<file path="src/hw/rtl/mrfc_pkg.sv">
package mrfc_pkg;

    // Field widths
    localparam int BYTE_W  = 8;
    localparam int LEN_W   = 9;
    localparam int CRC_W   = 16;
    localparam int STAT_W  = 3;

    // CRC-16/MODBUS, reflected
    localparam logic [CRC_W-1:0] CRC_INIT = 16'hFFFF;
    localparam logic [CRC_W-1:0] CRC_POLY = 16'hA001;

    // Shortest frame: address, function, two crc bytes
    localparam logic [LEN_W-1:0] MIN_FRAME = 9'd4;

    // Input item codes
    localparam logic CMD_BYTE = 1'b0;
    localparam logic CMD_EOF  = 1'b1;

    // Frame status codes; priority is overflow, short, address, then crc
    typedef enum logic [STAT_W-1:0] {
        ST_OK       = 3'd0,
        ST_ADDR     = 3'd1,
        ST_CRC      = 3'd2,
        ST_SHORT    = 3'd3,
        ST_OVERFLOW = 3'd4
    } mrfc_status_t;

    // Registered input item
    typedef struct packed {
        logic              valid;
        logic              command;
        logic [BYTE_W-1:0] rx_byte;
        logic              source_port;
    } mrfc_item_t;

    // One frame result
    typedef struct packed {
        mrfc_status_t      status;
        logic [LEN_W-1:0]  length;
        logic              port;
        logic [CRC_W-1:0]  crc;
    } mrfc_result_t;

    // One byte step of the CRC, bit at a time
    function automatic logic [CRC_W-1:0] crc_feed(input logic [CRC_W-1:0] crc,
                                                  input logic [BYTE_W-1:0] b);
        logic [CRC_W-1:0] c;
        c = crc ^ {8'h00, b};
        for (int k = 0; k < 8; k++) begin
            if (c[0]) begin
                c = (c >> 1) ^ CRC_POLY;
            end
            else begin
                c = c >> 1;
            end
        end
        return c;
    endfunction

endpackage

</file>
<file path="src/hw/rtl/mrfc_frame_core.sv">
module mrfc_frame_core #(
    parameter int MAX_FRAME_BYTES = 256
) (
    input  logic                   clk,
    input  logic                   rst_n,
    input  logic                   step,
    input  mrfc_pkg::mrfc_item_t   item,
    input  logic [7:0]             slave_address,
    output logic                   pending,
    output logic                   fire,
    output mrfc_pkg::mrfc_result_t result
);

    localparam logic [mrfc_pkg::LEN_W-1:0] MAX_COUNT = mrfc_pkg::LEN_W'(MAX_FRAME_BYTES);

    logic [mrfc_pkg::CRC_W-1:0]  crc_reg,   crc_next;
    logic [mrfc_pkg::BYTE_W-1:0] held0_reg, held0_next;
    logic [mrfc_pkg::BYTE_W-1:0] held1_reg, held1_next;
    logic [mrfc_pkg::LEN_W-1:0]  count_reg, count_next;
    logic [mrfc_pkg::BYTE_W-1:0] first_reg, first_next;
    logic                        ovf_reg,   ovf_next;
    logic                        port_reg,  port_next;
    logic [mrfc_pkg::CRC_W-1:0]  rx_crc;

    // A frame is open once a byte or an overrun has been seen
    assign pending = (count_reg != '0) || ovf_reg;
    assign rx_crc  = {held1_reg, held0_reg};

    // Frame status, by priority
    always_comb
    begin
        result.length = count_reg;
        result.port   = port_reg;
        result.crc    = crc_reg;
        if (ovf_reg)
        begin
            result.status = mrfc_pkg::ST_OVERFLOW;
        end
        else if (count_reg < mrfc_pkg::MIN_FRAME)
        begin
            result.status = mrfc_pkg::ST_SHORT;
        end
        else if (first_reg != slave_address)
        begin
            result.status = mrfc_pkg::ST_ADDR;
        end
        else if (rx_crc != crc_reg)
        begin
            result.status = mrfc_pkg::ST_CRC;
        end
        else
        begin
            result.status = mrfc_pkg::ST_OK;
        end
    end

    // Frame state update
    always_comb
    begin
        crc_next   = crc_reg;
        held0_next = held0_reg;
        held1_next = held1_reg;
        count_next = count_reg;
        first_next = first_reg;
        ovf_next   = ovf_reg;
        port_next  = port_reg;
        fire       = 1'b0;
        if (step)
        begin
            if (item.command == mrfc_pkg::CMD_BYTE)
            begin
                port_next = item.source_port;
                if (count_reg == MAX_COUNT)
                begin
                    // buffer full: drop the data, remember the overrun
                    ovf_next = 1'b1;
                end
                else
                begin
                    if (count_reg == '0)
                    begin
                        first_next = item.rx_byte;
                    end
                    // oldest held byte leaves the delay line into the crc
                    if (count_reg >= 9'd2)
                    begin
                        crc_next = mrfc_pkg::crc_feed(crc_reg, held0_reg);
                    end
                    held0_next = held1_reg;
                    held1_next = item.rx_byte;
                    count_next = count_reg + mrfc_pkg::LEN_W'(1);
                end
            end
            else if (pending)
            begin
                fire       = 1'b1;
                crc_next   = mrfc_pkg::CRC_INIT;
                held0_next = '0;
                held1_next = '0;
                count_next = '0;
                first_next = '0;
                ovf_next   = 1'b0;
                port_next  = 1'b0;
            end
        end
    end

    always_ff @(posedge clk or negedge rst_n)
    begin
        if (!rst_n)
        begin
            crc_reg   <= mrfc_pkg::CRC_INIT;
            held0_reg <= '0;
            held1_reg <= '0;
            count_reg <= '0;
            first_reg <= '0;
            ovf_reg   <= 1'b0;
            port_reg  <= 1'b0;
        end
        else
        begin
            crc_reg   <= crc_next;
            held0_reg <= held0_next;
            held1_reg <= held1_next;
            count_reg <= count_next;
            first_reg <= first_next;
            ovf_reg   <= ovf_next;
            port_reg  <= port_next;
        end
    end

endmodule

</file>
<file path="config.mk">
export PLATFORM = sky130hd
export DESIGN_NAME = mrfc_frame_core
export DESIGN_NICKNAME = d
export VERILOG_FILES = /design/src/hw/rtl/mrfc_pkg.sv /design/src/hw/rtl/mrfc_frame_core.sv
export SDC_FILE = /design/constraint.sdc
export NUM_CORES = 1
export LEC_CHECK = 0
export BUFFER_PORTS_ARGS = -buffer_cell sky130_fd_sc_hd__buf_4
export CAP_MARGIN = 10
export CORE_MARGIN = 3
export CORE_UTILIZATION = 49
export CTS_BUF_LIST = sky130_fd_sc_hd__clkbuf_4
export DETAILED_ROUTE_END_ITERATION = 12
export PLACE_DENSITY = 0.72
export SYNTH_ARGS = -nofsm -noshare
export SYNTH_HDL_FRONTEND = slang
export SYNTH_SLANG_ARGS = --single-unit
</file>
<file path="constraint.sdc">
create_clock -name clk -period 3.3 [get_ports clk]
set_clock_uncertainty 0.2 [all_clocks]
set_input_delay 0.165 -clock clk [delete_from_list [all_inputs] [get_ports clk]]
set_output_delay 0.165 -clock clk [all_outputs]
set_load 0.02 [all_outputs]
</file>
==> results of run 1 <==
## cell usage in the layout (no fill, tap or decap)
| master | n |
|---|---|
| sky130_fd_sc_hd__a21bo_2 | 1 |
| sky130_fd_sc_hd__a21oi_1 | 26 |
| sky130_fd_sc_hd__a31oi_1 | 10 |
| sky130_fd_sc_hd__a32o_1 | 1 |
| sky130_fd_sc_hd__and2_1 | 1 |
| sky130_fd_sc_hd__and3_1 | 4 |
| sky130_fd_sc_hd__buf_4 | 53 |
| sky130_fd_sc_hd__clkbuf_4 | 5 |
| sky130_fd_sc_hd__clkinv_2 | 3 |
| sky130_fd_sc_hd__dfrtp_1 | 35 |
| sky130_fd_sc_hd__dfstp_2 | 16 |
| sky130_fd_sc_hd__dlygate4sd3_1 | 12 |
| sky130_fd_sc_hd__ha_1 | 4 |
| sky130_fd_sc_hd__inv_1 | 11 |
| sky130_fd_sc_hd__mux2i_1 | 8 |
| sky130_fd_sc_hd__nand2_1 | 43 |
| sky130_fd_sc_hd__nand3_1 | 4 |
| sky130_fd_sc_hd__nand3_2 | 1 |
| sky130_fd_sc_hd__nand4_1 | 6 |
| sky130_fd_sc_hd__nor2_1 | 20 |
| sky130_fd_sc_hd__nor2b_1 | 1 |
| sky130_fd_sc_hd__nor3_1 | 1 |
| sky130_fd_sc_hd__nor3b_1 | 1 |
| sky130_fd_sc_hd__nor4_1 | 1 |
| sky130_fd_sc_hd__nor4_2 | 1 |
| sky130_fd_sc_hd__o211ai_1 | 2 |
| sky130_fd_sc_hd__o21ai_0 | 18 |
| sky130_fd_sc_hd__o21ai_2 | 1 |
| sky130_fd_sc_hd__o31ai_1 | 1 |
| sky130_fd_sc_hd__or3_1 | 1 |
| sky130_fd_sc_hd__xnor2_1 | 27 |
| sky130_fd_sc_hd__xnor2_2 | 1 |
| sky130_fd_sc_hd__xnor3_1 | 1 |
| sky130_fd_sc_hd__xnor3_2 | 1 |
| sky130_fd_sc_hd__xor2_1 | 11 |
| sky130_fd_sc_hd__xor2_2 | 1 |
| sky130_fd_sc_hd__xor3_1 | 1 |
## cell usage after synthesis (all sizes together)
cell type / instances / area [um^2]
xor3: 1 / 23.8
o31ai: 1 / 7.51
nor2b: 1 / 6.26
nor3: 1 / 5.00
xnor3: 2 / 46.3
nand2: 43 / 161
and2: 1 / 6.26
buf: 7 / 58.8
nor2: 20 / 75.1
o21ai: 19 / 95.1
dfstp: 16 / 420
ha: 4 / 50.1
a21bo: 1 / 10.0
dfrtp: 35 / 876
a21oi: 26 / 130
xor2: 12 / 113
a32o: 1 / 10.0
o211ai: 2 / 15.0
nor4: 2 / 18.8
nor3b: 1 / 7.51
xnor2: 28 / 253
a31oi: 10 / 62.6
nand4: 6 / 37.5
mux2i: 8 / 80.1
inv: 11 / 41.3
nand3: 5 / 30.0
and3: 4 / 25.0
clkbuf: 10 / 37.5
or3: 1 / 6.26
## kinds of logic (layout without fill, tap and decap cells)
| logic type | Yosys count | after routing | share of synthesized area |
|---|---|---|---|
| compound gates | 60 | 60 | 0.122 |
| simple gates | 85 | 85 | 0.140 |
| mux | 8 | 8 | 0.0296 |
| buf+inv | 28 | 84 | 0.0508 |
| xor+xnor | 43 | 43 | 0.161 |
| flops | 51 | 51 | 0.479 |
| fa+ha+maj | 4 | 4 | 0.0185 |
## worst max path at each step
stage,endpoint,cells past startpoint
after floorplan,crc_reg[0]$_DFFE_PN1P_,7
after global placement,crc_reg[0]$_DFFE_PN1P_,7
after detailed placement,crc_reg[0]$_DFFE_PN1P_,7
after CTS,crc_reg[0]$_DFFE_PN1P_,7
after global routing,crc_reg[0]$_DFFE_PN1P_,7
final,crc_reg[0]$_DFFE_PN1P_,7
## layer usage
layer,global-route usage,routed length (um)
met4,0.0507,102
met1,0.278,2680
met3,0.0426,318
met2,0.350,3090
met5,0,0
## cell type report
cell class | count | area, um^2
multi-input combinational | 200 | 1280
fill | 465 | 1960
sequential | 51 | 1300
clock inverter | 3 | 15.0
clock buffer | 5 | 37.5
timing repair buffer | 65 | 518
inverter | 11 | 41.3
tap | 70 | 87.6
## what timing repair did
item                                   4_1_cts  5_1_grt
endpoints found under the hold margin       76        0
hold buffers                                12        0
setup endpoints to repair                    0        0
resized for setup                            0        0
## through the flow
step | std cells | utilization | power, mW | setup WS, ns | area, um^2
final | 405 | 0.625 | 3.03 | 0.664 | 3270
after global routing | 405 | 0.625 | 3.27 | 0.567 | 3270
after CTS | 405 | 0.625 | 3.06 | 0.623 | 3270
after detailed placement | 385 | 0.592 | 2.77 | 0.653 | 3100
after global placement | 385 | 0.592 | 2.71 | 0.797 | 3100
after floorplan | 279 | - | 2.33 | 0.814 | 2710
## worst register-to-register path, delay by kind of cell (launching register included)
kind | cells | cell delay [ns]
AO/OA/AOI/OAI | 1 | 0.17
flip-flops | 1 | 0.58
adder cells (fa/ha/maj) | 1 | 0.36
XOR/XNOR | 5 | 1.27
## power groups by stage
stage	Combinational (mW)	Sequential, mW	Clock [mW]
CTS	1.66	1.11	0.290
floorplan	1.14	1.19	0
global placement	1.60	1.12	0
global route	1.82	1.14	0.310
finish	1.65	1.11	0.276
detailed placement	1.64	1.12	0
==> results.cfg, run 1 <==
[clocking]
cts_buffer_depth = 2
number_of_h_tree_levels = 2
post-cts-setup-buffer-count = 0
worst_skew_pair.late_latency_ns = 0.37
cts.sink_count = 51
clkSlewWorstSetupHoldPaths_ns = 0.15
clock_tree.root_cell = sky130_fd_sc_hd__clkbuf_4
cts_made_buffers = 5
clock_tree_from_tritoncts = done

[yosys]
syn-cell-area_um2 = 2710
ys_ff_latch = 51
synth_cells = 279
number_of_distinct_library_cells_after_synthesis = 37
yosys_warnings = 0
postSynthNetCount = 305
post_synth.cell_area_avg_um2 = 9.71
synth-seq-area-share = 0.479

[final_layout]
num-nets-final = 360
largest_register_ff_count = 16
drive_gt1_frac = 0.251
synth_to_final_area_change_pct = 20.9
antenna_cells = 0

[grt]
maximum_number_of_pins_on_one_net_before_global_route_repair = 52
first_pass_grt_wire_length_um = 10400
first_global_vias = 2107
grt_overflow = 0
globalRouteTotalUtil = 0.209
initial_antenna_violation_count = 0

[timing]
timing.final.crit_share = 0.799
hold_viol_final = 0
finalSetupViolCount = 0
rsz_0062_raised_after_global_routing = false
hold_slack_ns = 0.151
fin_crit_ns = 2.64
slew_headroom = 0.565
max_freq_mhz = 379
slew_of_the_pin_with_the_lowest_slew_margin_ns = 0.653
final-max-slew-violation-count = 0
totalNegativeSetupSlack_ns = 0

[critical_path]
cpMostUsedCell = sky130_fd_sc_hd__xnor2_1
worst_path_largest_cell_delay_ns = 0.58
critical_path.startpoint_type = flip-flop
critical_path.startpoint = crc_reg[1]$_DFFE_PN1P_
reg2reg_setup_slack_ns = 0.66
crit_buf_inv = 0
setup.worst_path.end_class = flip-flop
r2r_start = crc_reg[1]$_DFFE_PN1P_
worstReg2RegEnd = crc_reg[0]$_DFFE_PN1P_
worst_ep_arrival_time_ns = 2.74
worstPathRequired_ns = 3.41
critPathKind = flip-flop to flip-flop
r2r_cells = 7
critPathTopFamily = XOR/XNOR gates
crit_chain = xnor2_1 > ha_1 > xor3_1 > xnor3_1 > xnor3_2 > xnor2_1 > a31oi_1
slowest_stage = sky130_fd_sc_hd__dfstp_2
crit_fanout = 3

[die]
floorplan.initialDensity = 0.517
die_area_um2 = 6460
die_w_um = 80.4
ioPinCount = 53
rows = 26
die_h_um = 80.4
core_um2 = 5240

[power_and_ir_drop]
irDropWorstVdd_mv = 0.520
power_frac_comb = 0.543
internal_power_mw = 1.77
p_leak_nw = 1.50
clock_power_share = 0.091
power.share.switching = 0.416
cell_pwr_density_nw_per_um2 = 926
power_switching_mw = 1.26
power_frac_seq = 0.366

[place]
gp_congestion = 0.870
detailed_place_hpwl_um = 4280
place.port_buffers = 51

[route]
detail_route.drc_violations = 0
detail_route.iter0.violations = 94
route.vias.total = 2155
detailedRoute.firstPassIterationCount = 4
drt-total-wl_um = 6190
routed_via_density = 5.32
route.detailed.wl_per_inst_um = 15.3
route.antenna.remaining_nets = 0

[flow_run]
cap_violations = 0

[min_path]
worst_hold_path_type = input port to async pin

[outcome]
run_status = completed
Power figures use the tool's default switching activity.
==> run 2: changes to the inputs <==
--- a/config.mk
+++ b/config.mk
@@ -11,7 +11,7 @@
 export CORE_UTILIZATION = 49
 export CTS_BUF_LIST = sky130_fd_sc_hd__clkbuf_4
 export DETAILED_ROUTE_END_ITERATION = 12
-export PLACE_DENSITY = 0.72
+export PLACE_DENSITY = 0.75
 export SYNTH_ARGS = -nofsm -noshare
 export SYNTH_HDL_FRONTEND = slang
 export SYNTH_SLANG_ARGS = --single-unit
==> constraint.sdc (replaced) <==
create_clock -name clk -period 2.2 [get_ports clk]
set_clock_uncertainty 0.2 [all_clocks]
set_input_delay 0.11 -clock clk [delete_from_list [all_inputs] [get_ports clk]]
set_output_delay 0.11 -clock clk [all_outputs]
set_load 0.02 [all_outputs]
==> results.cfg, run 2 (same netlist as run 1, synthesis figures left out) <==
[outcome]
run_status = finished, violations left
violations = setup timing

[min_path]
worst_hold_path_type = input port to async pin

[final_layout]
synth_to_final_area_change_pct = 31.6
largest_register_ff_count = 16
antenna_cells = 0
mostFrequentLayoutCell = sky130_fd_sc_hd__buf_4
drive_gt1_frac = 0.333
fin_util = 0.681
stdcell_area_um2 = 3570
final_cell_mix = sky130_fd_sc_hd__buf_4, sky130_fd_sc_hd__nand2_1, sky130_fd_sc_hd__dfrtp_1, sky130_fd_sc_hd__xnor2_1, sky130_fd_sc_hd__a21oi_1
num-nets-final = 382

[critical_path]
crit_chain = xnor2_1 > ha_1 > nand4_1 > o31ai_2 > a21oi_2 > buf_6
critical_path.startpoint_type = flip-flop
critical_path.startpoint = crc_reg[2]$_DFFE_PN1P_
r2r_cells = 7
worstPathRequired_ns = 1.89
slowest_stage = sky130_fd_sc_hd__dfstp_2
setup.worst_path.end_class = primary output
worst_ep_arrival_time_ns = 1.98
r2r_start = crc_reg[1]$_DFFE_PN1P_
worst_path_largest_cell_delay_ns = 0.61
reg2reg_setup_slack_ns = -0.05
worstReg2RegEnd = crc_reg[0]$_DFFE_PN1P_
crit_fanout = 4
critPathKind = flip-flop to primary output
timing.critical_path.to = result[27]

[grt]
initial_antenna_violation_count = 0
globalRouteTotalUtil = 0.220
first_global_vias = 2216
maximum_number_of_pins_on_one_net_before_global_route_repair = 52
grt_overflow = 0
first_pass_grt_wire_length_um = 10900

[clocking]
worst_skew_pair.late_latency_ns = 0.36
cts_made_buffers = 5
clock_tree_from_tritoncts = done
cts_buffer_depth = 2
number_of_h_tree_levels = 2
clock_tree.root_cell = sky130_fd_sc_hd__clkbuf_4
cts.sink_count = 51
clkSlewWorstSetupHoldPaths_ns = 0.15

[timing]
timing.final.crit_share = 1.04
rsz_0062_raised_after_global_routing = true
layout_setup_ws_ns = -0.0911
hold_slack_ns = 0.101
slew_of_the_pin_with_the_lowest_slew_margin_ns = 0.634
final-max-slew-violation-count = 0
fin_crit_ns = 2.29
slew_headroom = 0.577
finalSetupViolCount = 2
hold_viol_final = 0
max_freq_mhz = 436

[route]
detail_route.drc_violations = 0
detail_route.iter0.violations = 149
route.antenna.remaining_nets = 0
drt-total-wl_um = 6520
route.vias.total = 2245
detailedRoute.firstPassIterationCount = 4
routed_via_density = 5.26
route.detailed.wl_per_inst_um = 15.3

[die]
die_h_um = 80.4
die_area_um2 = 6460
rows = 26
die_w_um = 80.4
floorplan.initialDensity = 0.517
ioPinCount = 53
core_um2 = 5240

[power_and_ir_drop]
p_leak_nw = 1.65
irDropWorstVdd_mv = 0.770
cell_pwr_density_nw_per_um2 = 1440
totalPowerFinal_mw = 5.15

[flow_run]
cap_violations = 0

[place]
dpl_cell_area_um2 = 3220
gp_congestion = 0.894
detailed_place_hpwl_um = 4490
place.port_buffers = 51
## run 2: through the flow
step | std cells | setup TNS (ns) | setup WS [ns]
2_1_floorplan | 279 | -0.0840 | -0.0840
3_3_place_gp | 397 | -0.00341 | -0.00341
3_5_place_dp | 397 | -0.0484 | -0.0484
4_1_cts | 423 | -0.157 | -0.106
5_1_grt | 427 | -0.436 | -0.233
6_report | 427 | -0.142 | -0.0911
## run 2: critical path: cells and delay by family (launching register included)
family	cells	cell delay [ns]
AO/OA/AOI/OAI	2	0.37
XOR/XNOR	1	0.19
adder cells (fa/ha/maj)	1	0.20
buffers and inverters	1	0.14
flip-flops	1	0.61
AND/OR/NAND/NOR	1	0.11
## run 2: worst min path at each step
stage                from                       end  slack (ns)
floorplan           rst_n  count_reg[0]$_DFFE_PN0P_       -0.39
global placement    rst_n  held0_reg[5]$_DFFE_PN0P_       -0.03
finish              rst_n      port_reg$_DFFE_PN0P_        0.10
detailed placement  rst_n      port_reg$_DFFE_PN0P_       -0.02
CTS                 rst_n  count_reg[8]$_DFFE_PN0P_        0.11
global route        rst_n  held0_reg[0]$_DFFE_PN0P_        0.13
## run 2: area by class of cell
| class | instances | area, um^2 |
|---|---|---|
| Fill cell | 437 | 1670 |
| Multi-Input combinational cell | 200 | 1350 |
| Sequential cell | 51 | 1300 |
| Timing Repair Buffer | 87 | 714 |
| Tap cell | 70 | 87.6 |
| Inverter | 11 | 41.3 |
| Clock inverter | 3 | 38.8 |
| Clock buffer | 5 | 37.5 |
## run 2: what timing repair did
action | CTS | global route
endpoints found under the setup margin | 3 | 12
endpoints found under the hold margin | 86 | 0
hold buffers | 13 | 0
pin swaps | 4 | 9
setup buffers | 5 | 4
resized for setup | 6 | 10
## run 2: per-layer routing
metal,GRT usage,vias to the layer above,wire length [um]
li1,-,1088,-
met4,0.0642,0,77
met5,0,-,0
met3,0.0336,8,467
met2,0.366,82,3250
met1,0.297,1067,2730
## run 2: report_power, final
| part | switching [mW] | leakage (nW) | internal [mW] |
|---|---|---|---|
| registers | 0.325 | 0.629 | 1.33 |
| logic | 1.39 | 0.979 | 1.57 |
| clock network | 0.294 | 0.0426 | 0.234 |
